**config.mk**
```make
export PLATFORM = sky130hd
export DESIGN_NAME = camera_frame_capture_decimator
export DESIGN_NICKNAME = d
export VERILOG_FILES = /design/src/sv/cfc_pkg.sv /design/src/sv/cfc_regs.sv /design/src/sv/cfc_core.sv /design/src/sv/camera_frame_capture_decimator.sv
export SDC_FILE = /design/constraint.sdc
export NUM_CORES = 1
export LEC_CHECK = 0
export BUFFER_PORTS_ARGS = -buffer_cell sky130_fd_sc_hd__buf_2
export CORE_MARGIN = 10
export CORE_UTILIZATION = 52
export CTS_CLUSTER_DIAMETER = 150
export DETAILED_ROUTE_END_ITERATION = 8
export PLACE_DENSITY = 0.83
export SYNTH_ARGS = -nofsm -noshare
export SYNTH_HDL_FRONTEND = slang
export SYNTH_SLANG_ARGS = --single-unit
```
**constraint.sdc**
```tcl
create_clock -name clk -period 3.51 [get_ports clk]
set_input_delay 0.702 -clock clk [delete_from_list [all_inputs] [get_ports clk]]
set_output_delay 0.702 -clock clk [all_outputs]
set_load 0.01 [all_outputs]
```
**src/sv/cfc_pkg.sv**
```systemverilog
// Shared types and constants for the camera frame capture decimator.
`timescale 1ns / 1ps

package cfc_pkg;

  localparam int DIV_W   = 7;
  localparam int THR_W   = 19;
  localparam int COL_W   = 11;
  localparam int ROW_W   = 10;
  localparam int PIX_W   = 8;
  localparam int APB_DW  = 32;
  localparam int APB_AW  = 4;

  localparam logic [DIV_W-1:0] RST_DIV_X           = 7'd2;
  localparam logic [DIV_W-1:0] RST_DIV_Y           = 7'd2;
  localparam logic             RST_TRANSMIT_ENABLE = 1'b0;
  localparam logic [THR_W-1:0] RST_BLOCK_THRESHOLD = 19'd3200;

  // Window sizes and wide-mode sampling constants
  localparam logic [COL_W-1:0] WIN_X_NARROW = 11'd640;
  localparam logic [ROW_W-1:0] WIN_Y_NARROW = 10'd400;
  localparam logic [COL_W-1:0] WIN_X_WIDE   = 11'd1280;
  localparam logic [ROW_W-1:0] WIN_Y_WIDE   = 10'd800;
  localparam logic [DIV_W-1:0] WIDE_DIV_MIN = 7'd8;
  localparam logic [DIV_W-1:0] WIDE_PH_RUN  = 7'd3;
  localparam logic [DIV_W-1:0] WIDE_PH_TAIL = 7'd9;
  localparam logic [ROW_W-1:0] ROW_MAX      = 10'd1023;

  localparam logic KIND_START  = 1'b0;
  localparam logic KIND_SAMPLE = 1'b1;

  typedef enum logic [1:0] {
    REG_DIV_X           = 2'd0,
    REG_DIV_Y           = 2'd1,
    REG_TRANSMIT_ENABLE = 2'd2,
    REG_BLOCK_THRESHOLD = 2'd3
  } reg_idx_t;

  typedef enum logic [2:0] {
    PH_IDLE      = 3'd0,
    PH_SKIP_HIGH = 3'd1,
    PH_SKIP_LOW  = 3'd2,
    PH_ARMED     = 3'd3,
    PH_ACTIVE    = 3'd4,
    PH_SENT      = 3'd5
  } phase_t;

  typedef struct packed {
    logic [DIV_W-1:0] div_x;
    logic [DIV_W-1:0] div_y;
    logic             transmit_enable;
    logic [THR_W-1:0] block_threshold;
  } cfg_t;

  typedef struct packed {
    logic             kind;
    logic             vsync;
    logic             hsync;
    logic [PIX_W-1:0] pixel_data;
  } item_t;

  typedef struct packed {
    logic pixel_store;
    logic block_ready;
    logic frame_done;
  } res_flags_t;

endpackage

```
**src/sv/cfc_regs.sv**
```systemverilog
// APB-style configuration register file.
`timescale 1ns / 1ps

module cfc_regs import cfc_pkg::*; (
  input  logic              clk,
  input  logic              rst_n,
  input  logic              psel,
  input  logic              penable,
  input  logic              pwrite,
  input  logic [APB_AW-1:0] paddr,
  input  logic [APB_DW-1:0] pwdata,
  output logic [APB_DW-1:0] prdata,
  output logic              pready,
  output cfg_t              cfg
);

  cfg_t     cfg_r;
  reg_idx_t idx;
  logic     wr_en;

  assign idx    = reg_idx_t'(paddr[3:2]);
  assign wr_en  = psel & penable & pwrite;
  assign pready = 1'b1;
  assign cfg    = cfg_r;

  always_ff @(posedge clk) begin
    if (!rst_n) begin
      cfg_r.div_x           <= RST_DIV_X;
      cfg_r.div_y           <= RST_DIV_Y;
      cfg_r.transmit_enable <= RST_TRANSMIT_ENABLE;
      cfg_r.block_threshold <= RST_BLOCK_THRESHOLD;
    end else if (wr_en) begin
      case (idx)
        REG_DIV_X:           cfg_r.div_x           <= pwdata[DIV_W-1:0];
        REG_DIV_Y:           cfg_r.div_y           <= pwdata[DIV_W-1:0];
        REG_TRANSMIT_ENABLE: cfg_r.transmit_enable <= pwdata[0];
        REG_BLOCK_THRESHOLD: cfg_r.block_threshold <= pwdata[THR_W-1:0];
        default: ;
      endcase
    end
  end

  always_comb begin
    case (idx)
      REG_DIV_X:           prdata = APB_DW'(cfg_r.div_x);
      REG_DIV_Y:           prdata = APB_DW'(cfg_r.div_y);
      REG_TRANSMIT_ENABLE: prdata = APB_DW'(cfg_r.transmit_enable);
      REG_BLOCK_THRESHOLD: prdata = APB_DW'(cfg_r.block_threshold);
      default:             prdata = '0;
    endcase
  end

endmodule

```
**src/sv/cfc_core.sv**
```systemverilog
// Capture sequencer: phase state, counters and per-sample store decision.
`timescale 1ns / 1ps

module cfc_core import cfc_pkg::*; #(
  parameter int ADDRESS_BITS = 19
) (
  input  logic                    clk,
  input  logic                    rst_n,
  input  logic                    step,
  input  item_t                   item,
  input  cfg_t                    cfg,
  output logic                    res_emit,
  output res_flags_t              res_flags,
  output logic [PIX_W-1:0]        res_value,
  output logic [ADDRESS_BITS-1:0] res_addr
);

  localparam int CMP_W = (ADDRESS_BITS > THR_W) ? ADDRESS_BITS : THR_W;
  localparam logic [ADDRESS_BITS-1:0] ADDR_TOP = {ADDRESS_BITS{1'b1}};

  phase_t                  phase_r, phase_nxt;
  logic [COL_W-1:0]        col_cnt_r, col_cnt_nxt;
  logic [ROW_W-1:0]        row_cnt_r, row_cnt_nxt;
  logic [DIV_W-1:0]        col_ph_r, col_ph_nxt;
  logic [DIV_W-1:0]        row_ph_r, row_ph_nxt;
  logic [ADDRESS_BITS-1:0] store_cnt_r, store_cnt_nxt;

  logic             wide;
  logic [COL_W-1:0] lim_x;
  logic [ROW_W-1:0] lim_y;
  logic             in_window;
  logic             take;
  logic [DIV_W-1:0] col_ph_inc;
  logic [DIV_W-1:0] row_ph_inc;

  assign wide       = cfg.div_x >= WIDE_DIV_MIN;
  assign lim_x      = wide ? WIN_X_WIDE : WIN_X_NARROW;
  assign lim_y      = wide ? WIN_Y_WIDE : WIN_Y_NARROW;
  assign in_window  = (col_cnt_r < lim_x) && (row_cnt_r < lim_y);
  assign col_ph_inc = col_ph_r + 1'b1;
  assign row_ph_inc = row_ph_r + 1'b1;
  assign take = wide ? (((col_ph_r < WIDE_PH_RUN) || (col_ph_r == WIDE_PH_TAIL))
                        && (row_ph_r == '0))
                     : ((col_ph_r == '0) && (row_ph_r == '0));

  always_ff @(posedge clk) begin
    if (!rst_n) begin
      phase_r     <= PH_IDLE;
      col_cnt_r   <= '0;
      row_cnt_r   <= '0;
      col_ph_r    <= '0;
      row_ph_r    <= '0;
      store_cnt_r <= '0;
    end else begin
      phase_r     <= phase_nxt;
      col_cnt_r   <= col_cnt_nxt;
      row_cnt_r   <= row_cnt_nxt;
      col_ph_r    <= col_ph_nxt;
      row_ph_r    <= row_ph_nxt;
      store_cnt_r <= store_cnt_nxt;
    end
  end

  always_comb begin
    phase_nxt     = phase_r;
    col_cnt_nxt   = col_cnt_r;
    row_cnt_nxt   = row_cnt_r;
    col_ph_nxt    = col_ph_r;
    row_ph_nxt    = row_ph_r;
    store_cnt_nxt = store_cnt_r;
    res_flags     = '0;
    res_value     = '0;
    res_addr      = '0;

    if (step) begin
      if (item.kind == KIND_START) begin
        phase_nxt     = PH_SKIP_HIGH;
        col_cnt_nxt   = '0;
        row_cnt_nxt   = '0;
        col_ph_nxt    = '0;
        row_ph_nxt    = '0;
        store_cnt_nxt = '0;
      end else begin
        case (phase_r)
          PH_SKIP_HIGH: begin
            if (item.vsync) phase_nxt = PH_SKIP_LOW;
          end
          PH_SKIP_LOW: begin
            if (!item.vsync) begin
              phase_nxt     = PH_ARMED;
              col_cnt_nxt   = '0;
              row_cnt_nxt   = '0;
              col_ph_nxt    = '0;
              row_ph_nxt    = '0;
              store_cnt_nxt = '0;
            end
          end
          PH_ARMED, PH_ACTIVE, PH_SENT: begin
            if (item.vsync) begin
              if (item.hsync) begin
                if (in_window) begin
                  if (take) begin
                    res_flags.pixel_store = 1'b1;
                    res_value             = item.pixel_data;
                    res_addr              = store_cnt_r;
                    if (store_cnt_r < ADDR_TOP) store_cnt_nxt = store_cnt_r + 1'b1;
                  end
                  col_cnt_nxt = col_cnt_r + 1'b1;
                  col_ph_nxt  = (col_ph_inc == cfg.div_x) ? '0 : col_ph_inc;
                end
                if (phase_r == PH_ARMED) phase_nxt = PH_ACTIVE;
              end else begin
                if (col_cnt_r != '0) begin
                  if (row_cnt_r < ROW_MAX) row_cnt_nxt = row_cnt_r + 1'b1;
                  row_ph_nxt = (row_ph_inc == cfg.div_y) ? '0 : row_ph_inc;
                end else begin
                  row_ph_nxt = (row_ph_r == cfg.div_y) ? '0 : row_ph_r;
                end
                col_cnt_nxt = '0;
                col_ph_nxt  = '0;
              end
            end else begin
              col_cnt_nxt = '0;
              row_cnt_nxt = '0;
              col_ph_nxt  = '0;
              row_ph_nxt  = '0;
              if (phase_r != PH_ARMED) begin
                phase_nxt            = PH_IDLE;
                res_flags.frame_done = 1'b1;
              end
            end
            if ((phase_nxt == PH_ACTIVE) && cfg.transmit_enable &&
                (CMP_W'(store_cnt_nxt) == CMP_W'(cfg.block_threshold))) begin
              res_flags.block_ready = 1'b1;
              phase_nxt             = PH_SENT;
            end
          end
          default: ;
        endcase
      end
    end
  end

  assign res_emit = res_flags.pixel_store | res_flags.block_ready | res_flags.frame_done;

endmodule

```
**src/sv/camera_frame_capture_decimator.sv**
```systemverilog
// Top level of the camera frame capture decimator: request registers and wiring.
`timescale 1ns / 1ps
// Path: an accepted sample request is loaded into the input register, and its result
//   is then loaded into the result register, which drives the outputs.
// Throughput: one request per cycle while out_stall is low; the sequencer step
//   between the two registers is combinational.
// Reset: synchronous, active low; clears the phase to idle, all counters, both
//   valid flags and the configuration registers to their defaults.

module camera_frame_capture_decimator import cfc_pkg::*; #(
  parameter int ADDRESS_BITS = 19
) (
  input  logic                    clk,
  input  logic                    rst_n,
  // sample / start request channel
  input  logic                    in_valid,
  output logic                    in_stall,
  input  logic                    in_kind,
  input  logic                    in_vsync,
  input  logic                    in_hsync,
  input  logic [PIX_W-1:0]        in_pixel_data,
  // result channel
  output logic                    out_valid,
  input  logic                    out_stall,
  output logic                    out_pixel_store,
  output logic [PIX_W-1:0]        out_pixel_value,
  output logic [ADDRESS_BITS-1:0] out_write_address,
  output logic                    out_block_ready,
  output logic                    out_frame_done,
  // configuration port
  input  logic                    psel,
  input  logic                    penable,
  input  logic                    pwrite,
  input  logic [APB_AW-1:0]       paddr,
  input  logic [APB_DW-1:0]       pwdata,
  output logic [APB_DW-1:0]       prdata,
  output logic                    pready
);

  cfg_t cfg;

  // Input register: holds one request until the sequencer consumes it
  logic  in_valid_r, in_valid_nxt;
  item_t item_r;

  // Result register
  logic                    out_valid_r, out_valid_nxt;
  res_flags_t              out_flags_r;
  logic [PIX_W-1:0]        out_value_r;
  logic [ADDRESS_BITS-1:0] out_addr_r;

  logic                    advance;
  logic                    in_take;
  logic                    res_emit;
  res_flags_t              res_flags;
  logic [PIX_W-1:0]        res_value;
  logic [ADDRESS_BITS-1:0] res_addr;

  cfc_regs u_regs (
    .clk     (clk),
    .rst_n   (rst_n),
    .psel    (psel),
    .penable (penable),
    .pwrite  (pwrite),
    .paddr   (paddr),
    .pwdata  (pwdata),
    .prdata  (prdata),
    .pready  (pready),
    .cfg     (cfg)
  );

  // Advance the held request whenever the result register is free or is
  // being emptied this cycle; the sequencer steps on these cycles when a request is held.
  assign advance  = ~out_valid_r | ~out_stall;
  assign in_stall = in_valid_r & ~advance;
  assign in_take  = in_valid & ~in_stall;

  cfc_core #(
    .ADDRESS_BITS (ADDRESS_BITS)
  ) u_core (
    .clk       (clk),
    .rst_n     (rst_n),
    .step      (in_valid_r & advance),
    .item      (item_r),
    .cfg       (cfg),
    .res_emit  (res_emit),
    .res_flags (res_flags),
    .res_value (res_value),
    .res_addr  (res_addr)
  );

  always_comb begin
    if (in_take)      in_valid_nxt = 1'b1;
    else if (advance) in_valid_nxt = 1'b0;
    else              in_valid_nxt = in_valid_r;
    // Drop requests that produce no result; hold the result while stalled
    out_valid_nxt = advance ? (in_valid_r & res_emit) : out_valid_r;
  end

  always_ff @(posedge clk) begin
    if (!rst_n) begin
      in_valid_r  <= 1'b0;
      out_valid_r <= 1'b0;
    end else begin
      in_valid_r  <= in_valid_nxt;
      out_valid_r <= out_valid_nxt;
    end
  end

  // Payload registers carry no reset
  always_ff @(posedge clk) begin
    if (in_take) begin
      item_r.kind       <= in_kind;
      item_r.vsync      <= in_vsync;
      item_r.hsync      <= in_hsync;
      item_r.pixel_data <= in_pixel_data;
    end
    if (advance) begin
      out_flags_r <= res_flags;
      out_value_r <= res_value;
      out_addr_r  <= res_addr;
    end
  end

  assign out_valid         = out_valid_r;
  assign out_pixel_store   = out_flags_r.pixel_store;
  assign out_pixel_value   = out_value_r;
  assign out_write_address = out_addr_r;
  assign out_block_ready   = out_flags_r.block_ready;
  assign out_frame_done    = out_flags_r.frame_done;

endmodule
```
==> impl_metrics.toml <==
[status]
status = "finished, final reports clean"

[drt]
drc = 0
vias = 6857
routed_wirelength_mm = 21.1
drt_first_pass_iters = 5
drt_iter0_drc = 615
via_per_inst = 5.87
routedWlPerCell_um = 18.0
antenna_left = 0

[synthesis]
synth-simple-area-share_pct = 26.3
seq_area_frac_synth_pct = 41.4
syn_inst = 857
synth-edff-count = 41
synthDistinctLibCells = 67
synth-adder-area-share_pct = 1.84
synth_compound_area_share_pct = 14.0
syn_area_per_cell_um2 = 8.72
ys.flop_type = "dfxtp_1"
async_reset_ff_share_pct = 0
synth_seq_cells = 134
synth-xor-area-share_pct = 7.50
synth_area_um2 = 7480
ys_warn_count = 0
synthMuxAreaShare_pct = 3.80
synth_top_family_by_area = "simple AND/OR/NAND/NOR gates"

[setup_path]
critPathMaxStageDelay_ns = 0.34
cp-start-kind = "flip-flop"
crit_required_ns = 3.87
crit_top_cell = "buf_4"
path_buf_inv = 5
ff2ff_setup_slack_ns = 0.12
r2r-end = "u_core.phase_r[0]"
r2r_cells = 16
path_max_fanout = 6
path_class = "reg -> reg"
end_kind = "flip-flop"
path_cells = "nor4_4 > inv_2 > buf_4 > ha_1 > o21a_1 > o22ai_2 > a21oi_2 > buf_6 > or2_4 > buf_4 > nor4_4 > buf_4 > xor2_1 > nor4_1 > nand4b_1 > a41oi_2"
crit_arrival_ns = 3.75
crit_family = "simple AND/OR/NAND/NOR gates"
r2r-start = "u_regs.cfg[30]"
cp_slowest_cell = "nor4_4"

[timing]
maxClockFrequency_mhz = 295
final.period_utilization_pct = 96.6
setup_violations = 0
relSlewSlack_pct = 33.5
drv_slew = 0
rsz0062_at_grt = "yes"
tightestPinTransition_ns = 0.995
hold_viol_final = 0
layout_setup_ws_ns = 0.120
clock_skew_ns = 0.00827
tns_ns = 0
layout_min_cycle_time_ns = 3.39

[clocking]
clkSlewWorstSetupHoldPaths_ns = 0.06
htreeDepth = 4
cts.sinks = 134
clk_path_buf_depth = 2
cts_tree = "done"
cts_buffers = 17
insertion_delay_ns = 0.43
root_buffer = "clkbuf_16"
cts_hold_buf = 0

[global_routing]
antenna_found_initial = 0
grt_pass1_wl_mm = 34.1
grt_pass1_vias = 6691
grt_start_max_net_pins = 48
grt-ovfl-total = 0
grt_usage_pct = 21.2

[floorplanning]
die_h_um = 140
start_util_pct = 53.4
dieArea_um2 = 19600
row_count = 43
coreArea_um2 = 14000
die_w_um = 140
io_pins = 119

[finish]
regArea_um2 = 3090
drive_gt1_share_pct = 22.3
nets = 1040
fin_util_pct = 64.9
diodes = 0
design_area_um2 = 9080
multiInputGateArea_um2 = 4220
area_delta_synth_final_pct = 21.5
fill_cells = 1125

[worst_hold_path]
min_path_type = "in -> reg"
hp-start = "in_pixel_data[1]"
hold_path_end = "item_r[1]"
holdPathStages = 1

[placed_design]
place_ws_ns = -0.108
post-dp-hpwl_mm = 15.6
dpl_cell_area_um2 = 8340
place_congestion = 0.977
portBuffers = 89

[power]
power_uw = 3560
p_leak_uw = 0.00368
power_density_nw_per_um2 = 392
peakVddDrop_mv = 0.352

[run]
drv_cap = 0
-- cells by family after synthesis --
family                     Yosys count
adders and majority gates           11
muxes                               27
other                                2
AOI/OAI and AO/OA                  160
DFF                                134
xor gates and xnor gates            64
buffers and inverters               83
and+or+nand+nor                    376
-- flip-flops by register name, summed over array words and instances (netlist names) --
signal              flops
u_regs.cfg             34
out_write_address      19
u_core.store_cnt_r     19
item_r                 11
u_core.col_cnt_r       11
u_core.row_cnt_r       10
out_pixel_value         8
u_core.col_ph_r         7
u_core.row_ph_r         7
u_core.phase_r          3
in_valid_r              1
out_block_ready         1
out_frame_done          1
out_pixel_store         1
out_valid               1
-- worst register-to-register path, delay by kind of cell (launching register included) --
family	cells	cell delay (ns)
xor+xnor	1	0.07
fa+ha+maj	1	0.28
buf+inv	5	0.70
simple gates	5	1.33
flops	1	0.33
compound gates	4	0.59
-- routing by layer --
layer | global-route usage [%] | part of all wire (%)
met5 | 0 | 0
met2 | 37.6 | 51
met1 | 23.6 | 39
met4 | 9.13 | 3.1
met3 | 5.14 | 6.4
-- layout make-up --
| cell class | count | share of cell area [%] |
|---|---|---|
| tap | 180 | 2.48 |
| clock buffer | 17 | 4.68 |
| timing repair buffer | 149 | 9.94 |
| clock inverter | 15 | 1.56 |
| inverter | 21 | 0.868 |
| sequential | 134 | 34.1 |
| multi-input combinational | 652 | 46.4 |
-- cells in the final DEF, fill, tap and decap left out, drive strengths merged, types with 4 or more instances in the layout --
cell,instances
buf,149
nand2,107
dfxtp,93
nor2,50
nand3,44
o21ai,44
edfxtp,41
and2,33
a21oi,33
xor2,32
xnor2,32
inv,29
nor2b,26
mux2i,25
and3,22
a21boi,22
nor4,21
clkbuf,17
nand4,16
nor3,16
conb,14
or3,11
ha,11
o211a,9
a31oi,9
o22ai,7
nand2b,6
nor3b,5
clkinvlp,5
o21a,4
or4,4
a41oi,4
-- Yosys cell counts (all sizes together) (22+ instances only) --
master	n	area (um2)
a21boi	22	165
a21oi	33	165
and2	33	206
and3	22	138
buf	22	148
clkbuf	40	151
dfxtp	93	1860
edfxtp	41	1230
mux2i	25	250
nand2	107	402
nand3	44	220
nor2	50	188
nor2b	26	163
o21ai	44	220
xnor2	32	280
xor2	32	280
-- power by group --
| part | internal (uW) | total [uW] | switching [uW] |
|---|---|---|---|
| registers | 1610 | 1630 | 17.3 |
| logic | 87.6 | 221 | 134 |
| clock network | 986 | 1710 | 724 |
-- worst max path at each step --
stage / slack [ns] / start / to / cells after the start
after global routing: -0.05 / u_regs.cfg[30] / out_valid / 15
after CTS: 0.01 / u_regs.cfg[33] / u_core.phase_r[0] / 15
final: 0.12 / u_regs.cfg[30] / u_core.phase_r[0] / 16
after global placement: -0.03 / u_regs.cfg[30] / out_block_ready / 12
after detailed placement: -0.11 / u_regs.cfg[30] / out_block_ready / 11
after floorplan: 0.05 / u_regs.cfg[31] / out_block_ready / 12
-- stage by stage --
stage	hold WS, ns	cells
detailed placement	0.483	1135
global route	0.422	1168
floorplan	0.454	869
global placement	0.473	1135
finish	0.441	1168
CTS	0.424	1167
-- repair_timing --
item                                    in CTS  in global routing
endpoints found under the setup margin       2                  5
pin swaps                                    3                 14
setup buffers                                0                  1
cloned                                       0                  0
resized for setup                            6                 28
Power figures use the tool's default switching activity.
